`src/rtl/bsi_pkg.sv`:
```
// Package for the blend segment interpolator: shared types, constants and codes.
// Used by bsi_ctrl, bsi_datapath and blend_segment_interpolator.
package bsi_pkg;

   localparam int MaxSamplesDefault = 16;
   localparam int FracBitsDefault   = 16;
   localparam int WeightBits        = 17;
   localparam int WeightFrac        = 16;

   localparam logic [0:0] CmdWrite = 1'b0;
   localparam logic [0:0] CmdEval  = 1'b1;

   localparam logic [1:0] RegMotionKind  = 2'd0;
   localparam logic [1:0] RegSingleClip  = 2'd1;
   localparam logic [1:0] RegSinglePres  = 2'd2;
   localparam logic [1:0] RegSampleCount = 2'd3;

   typedef enum logic [3:0] {
      ST_IDLE,
      ST_READ_FIRST,
      ST_READ_LAST,
      ST_CHECK,
      ST_SEARCH,
      ST_READ_LEFT,
      ST_READ_RIGHT,
      ST_DIVIDE,
      ST_MULTIPLY,
      ST_FINISH,
      ST_OUTPUT
   } state_type;

   // Commands from controller to datapath.
   typedef struct packed {
      logic capture;     // latch input item
      logic write_table; // write sample to table
      logic rd_first;    // read slot 0
      logic rd_last;     // read slot n-1
      logic rd_mid;      // read search probe
      logic rd_left;     // read slot j-1
      logic rd_right;    // read slot j
      logic lat_first;   // latch slot 0 data
      logic lat_last;    // latch slot n-1 data
      logic lat_left;    // latch left data
      logic lat_right;   // latch right data
      logic search_init;
      logic search_step;
      logic div_start;
      logic div_step;
      logic mul_step;
      logic out_clip;
      logic out_empty;
      logic out_first;
      logic out_last;
      logic out_pair;
   } cmd_type;

   // Status from datapath to controller.
   typedef struct packed {
      logic is_eval;
      logic clip_mode;
      logic empty;
      logic one_sample;
      logic below_first;
      logic above_last;
      logic search_done;
      logic div_done;
   } status_type;

endpackage

```
`src/rtl/bsi_ram.sv`:
```
// Generic single-port-write, single-port-read RAM with registered read data.
// No dependencies.
module bsi_ram #(
   parameter int Width = 32,
   parameter int Depth = 16
) (
   input  logic                     clock,
   input  logic                     wr_en,
   input  logic [$clog2(Depth)-1:0] wr_addr,
   input  logic [Width-1:0]         wr_data,
   input  logic [$clog2(Depth)-1:0] rd_addr,
   output logic [Width-1:0]         rd_data
);

   logic [Width-1:0] mem_ff [Depth];
   logic [Width-1:0] rd_data_ff;

   always_ff @(posedge clock) begin
      if (wr_en) begin
         mem_ff[wr_addr] <= wr_data;
      end
      rd_data_ff <= mem_ff[rd_addr];
   end

   assign rd_data = rd_data_ff;

endmodule

```
`src/rtl/bsi_ctrl.sv`:
```
// Controller state machine for the blend segment interpolator.
// Depends on bsi_pkg for state, command and status types.
module bsi_ctrl (
   input  logic                clock,
   input  logic                reset,
   input  logic                req_valid,
   output logic                req_ready,
   output logic                rsp_valid,
   input  logic                rsp_ready,
   input  bsi_pkg::status_type status,
   output bsi_pkg::cmd_type    cmd
);

   bsi_pkg::state_type state_ff, state_in;

   always_ff @(posedge clock) begin
      if (reset) begin
         state_ff <= bsi_pkg::ST_IDLE;
      end else begin
         state_ff <= state_in;
      end
   end

   always_comb begin
      state_in  = state_ff;
      cmd       = '0;
      req_ready = 1'b0;
      rsp_valid = 1'b0;
      case (state_ff)
         bsi_pkg::ST_IDLE: begin
            req_ready = 1'b1;
            if (req_valid) begin
               cmd.capture = 1'b1;
               state_in    = bsi_pkg::ST_READ_FIRST;
            end
         end
         bsi_pkg::ST_READ_FIRST: begin
            // captured item now visible
            if (!status.is_eval) begin
               cmd.write_table = 1'b1;
               state_in        = bsi_pkg::ST_IDLE;
            end else if (status.clip_mode) begin
               cmd.out_clip = 1'b1;
               state_in     = bsi_pkg::ST_OUTPUT;
            end else if (status.empty) begin
               cmd.out_empty = 1'b1;
               state_in      = bsi_pkg::ST_OUTPUT;
            end else begin
               cmd.rd_first = 1'b1;
               state_in     = bsi_pkg::ST_READ_LAST;
            end
         end
         bsi_pkg::ST_READ_LAST: begin
            cmd.lat_first = 1'b1;
            cmd.rd_last   = 1'b1;
            state_in      = bsi_pkg::ST_CHECK;
         end
         bsi_pkg::ST_CHECK: begin
            cmd.lat_last = 1'b1;
            if (status.one_sample || status.below_first) begin
               cmd.out_first = 1'b1;
               state_in      = bsi_pkg::ST_OUTPUT;
            end else if (status.above_last) begin
               cmd.out_last = 1'b1;
               state_in     = bsi_pkg::ST_OUTPUT;
            end else begin
               cmd.search_init = 1'b1;
               cmd.rd_mid      = 1'b1;
               state_in        = bsi_pkg::ST_SEARCH;
            end
         end
         bsi_pkg::ST_SEARCH: begin
            if (status.search_done) begin
               cmd.rd_left = 1'b1;
               state_in    = bsi_pkg::ST_READ_LEFT;
            end else begin
               cmd.search_step = 1'b1;
               cmd.rd_mid      = 1'b1;
            end
         end
         bsi_pkg::ST_READ_LEFT: begin
            cmd.lat_left = 1'b1;
            cmd.rd_right = 1'b1;
            state_in     = bsi_pkg::ST_READ_RIGHT;
         end
         bsi_pkg::ST_READ_RIGHT: begin
            cmd.lat_right = 1'b1;
            state_in      = bsi_pkg::ST_DIVIDE;
         end
         bsi_pkg::ST_DIVIDE: begin
            cmd.div_start = 1'b1;
            state_in      = bsi_pkg::ST_MULTIPLY;
         end
         bsi_pkg::ST_MULTIPLY: begin
            if (status.div_done) begin
               cmd.mul_step = 1'b1;
               state_in     = bsi_pkg::ST_FINISH;
            end else begin
               cmd.div_step = 1'b1;
            end
         end
         bsi_pkg::ST_FINISH: begin
            cmd.out_pair = 1'b1;
            state_in     = bsi_pkg::ST_OUTPUT;
         end
         bsi_pkg::ST_OUTPUT: begin
            rsp_valid = 1'b1;
            if (rsp_ready) begin
               state_in = bsi_pkg::ST_IDLE;
            end
         end
         default: begin
            state_in = bsi_pkg::ST_IDLE;
         end
      endcase
   end

endmodule

```
`src/rtl/bsi_datapath.sv`:
```
// Datapath: sample table, linear threshold scan, restoring divider, speed multiply.
// Depends on bsi_pkg and bsi_ram.
module bsi_datapath #(
   parameter int MaxSamples = bsi_pkg::MaxSamplesDefault,
   parameter int FracBits   = bsi_pkg::FracBitsDefault
) (
   input  logic                clock,
   input  logic                reset,
   input  bsi_pkg::cmd_type    cmd,
   output bsi_pkg::status_type status,
   // captured request fields
   input  logic                req_cmd,
   input  logic [3:0]          req_entry_index,
   input  logic signed [31:0]  req_entry_threshold,
   input  logic signed [31:0]  req_entry_speed,
   input  logic [15:0]         req_entry_clip_id,
   input  logic                req_entry_clip_present,
   input  logic signed [31:0]  req_blend_value,
   input  logic                req_value_present,
   // configuration
   input  logic                cfg_motion_kind,
   input  logic [15:0]         cfg_single_clip_id,
   input  logic                cfg_single_clip_present,
   input  logic [4:0]          cfg_sample_count,
   // result
   output logic                rsp_result_valid,
   output logic [15:0]         rsp_primary_clip,
   output logic [15:0]         rsp_secondary_clip,
   output logic [16:0]         rsp_secondary_weight,
   output logic signed [31:0]  rsp_speed_scale,
   output logic signed [31:0]  rsp_lower_threshold,
   output logic signed [31:0]  rsp_upper_threshold,
   output logic signed [31:0]  rsp_used_value
);

   localparam int AddrBits  = $clog2(MaxSamples);
   localparam int CntBits   = $clog2(MaxSamples + 1);
   localparam int EntryBits = 32 + 32 + 16 + 1;
   localparam int WOne      = 1 << bsi_pkg::WeightFrac;
   localparam int SpanEps   = (1 << FracBits) / 100000;
   localparam int DivSteps  = 32 + bsi_pkg::WeightFrac;
   localparam int DivCntW   = $clog2(DivSteps + 1);
   localparam logic signed [31:0] OneQ = 32'(1 << FracBits);

   // captured item
   logic              cmd_ff;
   logic [3:0]        idx_ff;
   logic [31:0]       wthr_ff, wspd_ff;
   logic [15:0]       wclip_ff;
   logic              wpres_ff;
   logic signed [31:0] val_ff;

   always_ff @(posedge clock) begin
      if (cmd.capture) begin
         cmd_ff   <= req_cmd;
         idx_ff   <= req_entry_index;
         wthr_ff  <= req_entry_threshold;
         wspd_ff  <= req_entry_speed;
         wclip_ff <= req_entry_clip_id;
         wpres_ff <= req_entry_clip_present;
         val_ff   <= req_value_present ? req_blend_value : 32'sd0;
      end
   end

   // effective sample count, clamped
   logic [CntBits-1:0] n_eff;
   always_comb begin
      if (32'(cfg_sample_count) > 32'(MaxSamples)) begin
         n_eff = CntBits'(MaxSamples);
      end else begin
         n_eff = CntBits'(cfg_sample_count);
      end
   end
   logic [AddrBits-1:0] last_addr;
   assign last_addr = AddrBits'(n_eff - CntBits'(1));

   // scan position: slot whose data is on the RAM output while scanning
   logic [AddrBits-1:0] scan_ff;

   // table RAM
   logic                 ram_we;
   logic [AddrBits-1:0]  ram_waddr, ram_raddr;
   logic [EntryBits-1:0] ram_wdata, ram_rdata;
   logic                 idx_in_range;

   assign idx_in_range = 32'(idx_ff) < 32'(MaxSamples);
   assign ram_we       = cmd.write_table && idx_in_range;
   assign ram_waddr    = AddrBits'(idx_ff);
   assign ram_wdata    = {wthr_ff, wspd_ff, wclip_ff, wpres_ff};

   always_comb begin
      ram_raddr = '0;
      if (cmd.rd_last) begin
         ram_raddr = last_addr;
      end else if (cmd.rd_mid) begin
         ram_raddr = cmd.search_init ? AddrBits'(1) : scan_ff + AddrBits'(1);
      end else if (cmd.rd_left) begin
         ram_raddr = scan_ff - AddrBits'(1);
      end else if (cmd.rd_right) begin
         ram_raddr = scan_ff;
      end
   end

   bsi_ram #(.Width(EntryBits), .Depth(MaxSamples)) u_table (
      .clock   (clock),
      .wr_en   (ram_we),
      .wr_addr (ram_waddr),
      .wr_data (ram_wdata),
      .rd_addr (ram_raddr),
      .rd_data (ram_rdata)
   );

   logic signed [31:0] rd_thr, rd_spd;
   logic [15:0]        rd_clip;
   logic               rd_pres;
   assign {rd_thr, rd_spd, rd_clip, rd_pres} = ram_rdata;

   // end samples and pair
   logic signed [31:0] a_thr_ff, a_spd_ff, b_thr_ff, b_spd_ff;
   logic [15:0]        a_clip_ff, b_clip_ff;
   logic               a_pres_ff, b_pres_ff;

   always_ff @(posedge clock) begin
      if (cmd.lat_first || cmd.lat_left) begin
         a_thr_ff  <= rd_thr;
         a_spd_ff  <= rd_spd;
         a_clip_ff <= rd_clip;
         a_pres_ff <= rd_pres;
      end
      if (cmd.lat_last || cmd.lat_right) begin
         b_thr_ff  <= rd_thr;
         b_spd_ff  <= rd_spd;
         b_clip_ff <= rd_clip;
         b_pres_ff <= rd_pres;
      end
   end

   // scan slots 1..n-1 in order; the next slot is read while the current one is compared
   always_ff @(posedge clock) begin
      if (cmd.search_init) begin
         scan_ff <= AddrBits'(1);
      end else if (cmd.search_step) begin
         scan_ff <= scan_ff + AddrBits'(1);
      end
   end

   // stop at the lowest slot whose threshold exceeds the value, or at slot n-1
   logic search_done;
   assign search_done = (rd_thr > val_ff) || (scan_ff == last_addr);

   // restoring divider: diff << 16 / span
   logic [63:0]        rem_ff;
   logic [47:0]        quo_ff;
   logic [32:0]        div_ff;
   logic [DivCntW-1:0] dcnt_ff;
   logic               wone_ff, wzero_ff;
   logic signed [32:0] span_w, diff_w;
   logic [64:0]        trial;

   assign span_w = 33'(b_thr_ff) - 33'(a_thr_ff);
   assign diff_w = 33'(val_ff) - 33'(a_thr_ff);
   assign trial  = {rem_ff, quo_ff[47]} - {32'd0, div_ff};

   always_ff @(posedge clock) begin
      if (reset) begin
         dcnt_ff <= '0;
      end else if (cmd.div_start) begin
         wone_ff  <= !(span_w > 33'sd0 && span_w > 33'(SpanEps));
         wzero_ff <= diff_w <= 33'sd0;
         rem_ff   <= '0;
         quo_ff   <= {15'd0, diff_w[32:0]} << bsi_pkg::WeightFrac;
         div_ff   <= span_w[32:0];
         dcnt_ff  <= DivCntW'(DivSteps);
      end else if (cmd.div_step) begin
         if (!trial[64]) begin
            rem_ff <= trial[63:0];
            quo_ff <= {quo_ff[46:0], 1'b1};
         end else begin
            rem_ff <= {rem_ff[62:0], quo_ff[47]};
            quo_ff <= {quo_ff[46:0], 1'b0};
         end
         dcnt_ff <= dcnt_ff - DivCntW'(1);
      end
   end

   logic div_done;
   assign div_done = dcnt_ff == '0;

   logic [16:0] weight;
   always_comb begin
      if (wone_ff) begin
         weight = 17'(WOne);
      end else if (wzero_ff) begin
         weight = '0;
      end else if (quo_ff > 48'(WOne)) begin
         weight = 17'(WOne);
      end else begin
         weight = quo_ff[16:0];
      end
   end

   // speed interpolation: 33 x 18 product
   logic signed [32:0] step_w;
   logic signed [50:0] prod_ff;
   logic [16:0]        weight_ff;
   assign step_w = 33'(b_spd_ff) - 33'(a_spd_ff);

   always_ff @(posedge clock) begin
      if (cmd.mul_step) begin
         prod_ff   <= 51'(step_w) * $signed({1'b0, weight});
         weight_ff <= weight;
      end
   end

   // floor toward minus infinity via arithmetic shift
   logic signed [31:0] interp_spd;
   assign interp_spd = 32'(a_spd_ff + 32'(prod_ff >>> bsi_pkg::WeightFrac));

   // result register
   always_ff @(posedge clock) begin
      if (cmd.out_clip) begin
         rsp_result_valid     <= cfg_single_clip_present;
         rsp_primary_clip     <= cfg_single_clip_id;
         rsp_secondary_clip   <= '0;
         rsp_secondary_weight <= '0;
         rsp_speed_scale      <= OneQ;
         rsp_lower_threshold  <= '0;
         rsp_upper_threshold  <= '0;
         rsp_used_value       <= '0;
      end else if (cmd.out_empty) begin
         rsp_result_valid     <= 1'b0;
         rsp_primary_clip     <= '0;
         rsp_secondary_clip   <= '0;
         rsp_secondary_weight <= '0;
         rsp_speed_scale      <= OneQ;
         rsp_lower_threshold  <= '0;
         rsp_upper_threshold  <= '0;
         rsp_used_value       <= '0;
      end else if (cmd.out_first || cmd.out_last) begin
         rsp_result_valid     <= cmd.out_first ? a_pres_ff : rd_pres;
         rsp_primary_clip     <= cmd.out_first ? a_clip_ff : rd_clip;
         rsp_secondary_clip   <= '0;
         rsp_secondary_weight <= '0;
         rsp_speed_scale      <= cmd.out_first ? a_spd_ff : rd_spd;
         rsp_lower_threshold  <= cmd.out_first ? a_thr_ff : rd_thr;
         rsp_upper_threshold  <= cmd.out_first ? a_thr_ff : rd_thr;
         rsp_used_value       <= val_ff;
      end else if (cmd.out_pair) begin
         rsp_result_valid     <= a_pres_ff & b_pres_ff;
         rsp_primary_clip     <= a_clip_ff;
         rsp_secondary_clip   <= b_clip_ff;
         rsp_secondary_weight <= weight_ff;
         rsp_speed_scale      <= interp_spd;
         rsp_lower_threshold  <= a_thr_ff;
         rsp_upper_threshold  <= b_thr_ff;
         rsp_used_value       <= val_ff;
      end
   end

   // status; last sample data is on the RAM output during ST_CHECK
   assign status.is_eval     = cmd_ff == bsi_pkg::CmdEval;
   assign status.clip_mode   = !cfg_motion_kind;
   assign status.empty       = n_eff == '0;
   assign status.one_sample  = n_eff == CntBits'(1);
   assign status.below_first = val_ff <= a_thr_ff;
   assign status.above_last  = val_ff >= rd_thr;
   assign status.search_done = search_done;
   assign status.div_done    = div_done;

endmodule

```
`src/rtl/blend_segment_interpolator.sv`:
```
// Top level of the blend segment interpolator: APB register file plus
// controller (bsi_ctrl) and datapath (bsi_datapath); uses bsi_pkg.
//
//  channel  direction  handshake        payload
//  req_     in         req_valid/ready  cmd, entry fields, blend value
//  rsp_     out        rsp_valid/ready  clips, weight, speed, thresholds, value
//  csr_     in/out     psel/penable     motion kind, single clip, sample count
//
// A write item, a clip-mode or edge evaluation skips the scan and divider;
// an interior evaluation scans slots from 1 up to at most MaxSamples-1 in
// order, then runs the restoring divider, one quotient bit a cycle.
// The result waits in the output register until taken; no new item is
// accepted meanwhile. Reset clears the configuration registers, the
// divider count and the controller; the table is undefined until written.
module blend_segment_interpolator #(
   parameter int MaxSamples = bsi_pkg::MaxSamplesDefault,
   parameter int FracBits   = bsi_pkg::FracBitsDefault
) (
   input  logic               clock,
   input  logic               reset,
   input  logic               req_valid,
   output logic               req_ready,
   input  logic               req_cmd,
   input  logic [3:0]         req_entry_index,
   input  logic signed [31:0] req_entry_threshold,
   input  logic signed [31:0] req_entry_speed,
   input  logic [15:0]        req_entry_clip_id,
   input  logic               req_entry_clip_present,
   input  logic signed [31:0] req_blend_value,
   input  logic               req_value_present,
   output logic               rsp_valid,
   input  logic               rsp_ready,
   output logic               rsp_result_valid,
   output logic [15:0]        rsp_primary_clip,
   output logic [15:0]        rsp_secondary_clip,
   output logic [16:0]        rsp_secondary_weight,
   output logic signed [31:0] rsp_speed_scale,
   output logic signed [31:0] rsp_lower_threshold,
   output logic signed [31:0] rsp_upper_threshold,
   output logic signed [31:0] rsp_used_value,
   input  logic               psel,
   input  logic               penable,
   input  logic               pwrite,
   input  logic [3:0]         paddr,
   input  logic [31:0]        pwdata,
   output logic [31:0]        prdata,
   output logic               pready
);

   logic        motion_kind_ff;
   logic [15:0] single_clip_ff;
   logic        single_pres_ff;
   logic [4:0]  sample_count_ff;
   logic [1:0]  reg_sel;

   assign pready  = 1'b1;
   assign reg_sel = paddr[3:2];

   always_ff @(posedge clock) begin
      if (reset) begin
         motion_kind_ff  <= 1'b0;
         single_clip_ff  <= '0;
         single_pres_ff  <= 1'b0;
         sample_count_ff <= '0;
      end else if (psel && penable && pwrite && paddr[1:0] == 2'b00) begin
         case (reg_sel)
            bsi_pkg::RegMotionKind:  motion_kind_ff  <= pwdata[0];
            bsi_pkg::RegSingleClip:  single_clip_ff  <= pwdata[15:0];
            bsi_pkg::RegSinglePres:  single_pres_ff  <= pwdata[0];
            bsi_pkg::RegSampleCount: sample_count_ff <= pwdata[4:0];
            default: ;
         endcase
      end
   end

   always_comb begin
      case (reg_sel)
         bsi_pkg::RegMotionKind:  prdata = {31'd0, motion_kind_ff};
         bsi_pkg::RegSingleClip:  prdata = {16'd0, single_clip_ff};
         bsi_pkg::RegSinglePres:  prdata = {31'd0, single_pres_ff};
         bsi_pkg::RegSampleCount: prdata = {27'd0, sample_count_ff};
         default:                 prdata = '0;
      endcase
   end

   bsi_pkg::cmd_type    cmd;
   bsi_pkg::status_type status;

   bsi_ctrl u_ctrl (
      .clock     (clock),
      .reset     (reset),
      .req_valid (req_valid),
      .req_ready (req_ready),
      .rsp_valid (rsp_valid),
      .rsp_ready (rsp_ready),
      .status    (status),
      .cmd       (cmd)
   );

   bsi_datapath #(.MaxSamples(MaxSamples), .FracBits(FracBits)) u_datapath (
      .clock                   (clock),
      .reset                   (reset),
      .cmd                     (cmd),
      .status                  (status),
      .req_cmd                 (req_cmd),
      .req_entry_index         (req_entry_index),
      .req_entry_threshold     (req_entry_threshold),
      .req_entry_speed         (req_entry_speed),
      .req_entry_clip_id       (req_entry_clip_id),
      .req_entry_clip_present  (req_entry_clip_present),
      .req_blend_value         (req_blend_value),
      .req_value_present       (req_value_present),
      .cfg_motion_kind         (motion_kind_ff),
      .cfg_single_clip_id      (single_clip_ff),
      .cfg_single_clip_present (single_pres_ff),
      .cfg_sample_count        (sample_count_ff),
      .rsp_result_valid        (rsp_result_valid),
      .rsp_primary_clip        (rsp_primary_clip),
      .rsp_secondary_clip      (rsp_secondary_clip),
      .rsp_secondary_weight    (rsp_secondary_weight),
      .rsp_speed_scale         (rsp_speed_scale),
      .rsp_lower_threshold     (rsp_lower_threshold),
      .rsp_upper_threshold     (rsp_upper_threshold),
      .rsp_used_value          (rsp_used_value)
   );

endmodule
```
`config.mk`:
```
export PLATFORM = sky130hd
export DESIGN_NAME = blend_segment_interpolator
export DESIGN_NICKNAME = d
export VERILOG_FILES = /design/src/rtl/bsi_pkg.sv /design/src/rtl/bsi_ram.sv /design/src/rtl/bsi_ctrl.sv /design/src/rtl/bsi_datapath.sv /design/src/rtl/blend_segment_interpolator.sv
export SDC_FILE = /design/constraint.sdc
export NUM_CORES = 2
export LEC_CHECK = 0
export BUFFER_PORTS_ARGS = -buffer_cell sky130_fd_sc_hd__buf_2
export CELL_PAD_IN_SITES_DETAIL_PLACEMENT = 0
export CELL_PAD_IN_SITES_GLOBAL_PLACEMENT = 1
export CORE_AREA = 2 2 446 448
export CTS_BUF_LIST = sky130_fd_sc_hd__clkbuf_8 sky130_fd_sc_hd__clkbuf_16
export CTS_CLUSTER_DIAMETER = 100
export DETAILED_ROUTE_END_ITERATION = 6
export DIE_AREA = 0 0 448 450
export GPL_ROUTABILITY_DRIVEN = 0
export GPL_TIMING_DRIVEN = 0
export PLACE_DENSITY = 0.77
export SETUP_SLACK_MARGIN = 0.4
export SLEW_MARGIN = 10
export SYNTH_ARGS = -nofsm -noshare
export SYNTH_HDL_FRONTEND = slang
export SYNTH_HIERARCHICAL = 1
export SYNTH_SLANG_ARGS = --single-unit
```
`constraint.sdc`:
```
create_clock -name clock -period 9.95 [get_ports clock]
set_input_delay 1.99 -clock clock [delete_from_list [all_inputs] [get_ports clock]]
set_output_delay 1.99 -clock clock [all_outputs]
set_load 0.05 [all_outputs]
```
==> flow_summary.json <==
{
  "initial_core_util_pct": 52.8,
  "register_area_um2": 59300,
  "cts-hold-fix-buffers": 0,
  "die_h_um": 450,
  "grt_first_pass_wirelength_um": 441000,
  "antenna_found_initial": 21,
  "ios": 375,
  "dr.pass1.iters": 5,
  "p_per_area_nw_per_um2": 248,
  "hpwl_um": 222000,
  "syn_avg_cell_area_um2": 13.9,
  "use_met2_pct": 49.0,
  "use_met3_pct": 5.23,
  "drtIter0Drc": 7286,
  "endpoint_kind": "flip-flop",
  "cts_tree": "built",
  "cts_sinks": 2068,
  "grt-ovfl-total": 0,
  "multi_input_area_um2": 40600,
  "tightest_slew_ns": 1.36,
  "num_rows": 163,
  "yosys_warnings": 6,
  "clock_skew_ns": 0.0819,
  "final_common_cell": "edfxtp_1",
  "cts_buffer_depth": 3,
  "via_per_inst": 5.94,
  "worstSetupStartpointType": "flip-flop",
  "hp-class": "flip-flop to flip-flop",
  "status": "complete, no violations",
  "ir_drop_mv": 0.202,
  "clk_latency_ns": 0.88,
  "die_w_um": 448,
  "cp_max_fo": 6,
  "cap_violations": 0,
  "syn-cell-area_um2": 104000,
  "grt_pass1_vias": 66400,
  "critPathArrivalTime_ns": 9.93,
  "root_buffer": "clkbuf_16",
  "cpPeakStageDelay_ns": 0.57,
  "synth_cells": 7461,
  "final_cells": 11000,
  "vias": 65500,
  "design_area_um2": 119000,
  "core_area_um2": 197000,
  "crit_required_ns": 10.50,
  "setup_slack_ns": 0.576,
  "max-slew-margin-rel_pct": 8.94,
  "postRouteAntennaNets": 0,
  "setup_viol": 0,
  "numCtsBuffers": 208,
  "min_period_ns": 9.37,
  "path_clk_slew_ns": 0.06,
  "grt_max_degree": 48,
  "placed_area_um2": 111000,
  "cpMaxStageDelayCell": "fa_2",
  "fmax_mhz": 107,
  "cts_max_level": 4,
  "pre_cts_slack_ns": -1.54,
  "report.final.slew_viol_count": 0,
  "fillCellCount": 15200,
  "fin_setup_tns_ns": 0,
  "dp_cells": 10600,
  "use_met1_pct": 38.8,
  "layout_common_cells": "edfxtp_1 (1789), inv_1 (852), nor2_1 (567), nand2_1 (522), fa_1 (511)",
  "drc": 0,
  "layout-drive-gt1-share_pct": 17.4,
  "total_power_w": 0.0295,
  "area_growth_syn_to_layout_pct": 14.8,
  "rsz0062_at_grt": "yes",
  "fin_crit_sh_pct": 94.2,
  "grt_use_total_pct": 30.1,
  "wire_per_inst_um": 27.4,
  "nNetsFinal": 9179,
  "crit_type": "flip-flop to flip-flop",
  "timing_hold_violations_final": 0,
  "portBuffers": 339,
  "top_usage_layer": "met2",
  "die_area_um2": 202000,
  "totalWireLength_um": 302000,
  "leakage_nw": 45.2
}
-- registers in the layout (all words and copies together) (netlist names), 33 cells and up --
name                        count
u_datapath/u_table/mem_ff    1296
u_datapath/rem_ff              64
u_datapath/quo_ff              48
u_datapath/u_table/rd_data     81
u_datapath/div_ff              33
-- metrics by stage --
step	utilization, %	hold slack [ns]
5_1_grt	60.6	0.429
4_1_cts	60.3	0.417
6_report	60.6	0.419
3_3_place_gp	55.3	0.440
2_1_floorplan	-	0.417
3_5_place_dp	56.4	0.447
-- critical path: cells and delay by family (launching register included) --
kind / cells / cell delay, ns
xor gates and xnor gates: 2 / 0.49
buffers and inverters: 7 / 0.63
AOI/OAI and AO/OA: 12 / 2.68
adders and majority gates: 9 / 3.93
DFF: 1 / 0.41
and+or+nand+nor: 6 / 0.94
-- layer usage --
metal  part of all wire [%]  vias to the layer above
met5                  0.018                        -
met4                    6.0                        8
met3                    8.0                      650
met2                     48                     3046
met1                     38                    33300
li1                       -                    28500
-- final cells by class --
| cell class | count | area share (%) |
|---|---|---|
| Tap cell | 2640 | 2.77 |
| Timing Repair Buffer | 504 | 3.37 |
| Inverter | 807 | 2.55 |
| Multi-Input combinational cell | 4252 | 34.1 |
| Sequential cell | 2068 | 49.8 |
| Buffer | 349 | 1.43 |
| Antenna cell | 13 | 0.0273 |
| Clock inverter | 162 | 1.22 |
| Clock buffer | 233 | 4.71 |
-- timing repair --
action | 4_1_cts | 5_1_grt
gates resized for setup | 103 | 62
buffers inserted | 26 | 24
pin swaps | 20 | 24
setup endpoints to repair | 32 | 12
-- where the power goes --
part | total, W | leakage [nW] | internal [W] | switching (W)
Combinational | 0.00957 | 23.0 | 0.00326 | 0.00632
Sequential | 0.0120 | 18.5 | 0.0109 | 0.00112
Clock | 0.00793 | 3.64 | 0.00450 | 0.00342
-- final timing paths --
| check | startpoint | endpoint | slack (ns) | depth (start not counted) |
|---|---|---|---|---|
| max reg2reg | u_datapath/a_spd_ff[0] | u_datapath/prod_ff[47] | 0.58 | 36 |
| max | u_datapath/a_spd_ff[0] | u_datapath/prod_ff[47] | 0.58 | 36 |
| min reg2reg | u_datapath/u_table/rd_data[48] | u_datapath/a_spd_ff[31] | 0.42 | 0 |
| min | u_datapath/u_table/rd_data[48] | u_datapath/a_spd_ff[31] | 0.42 | 0 |
(Power assumes the default switching activity.)
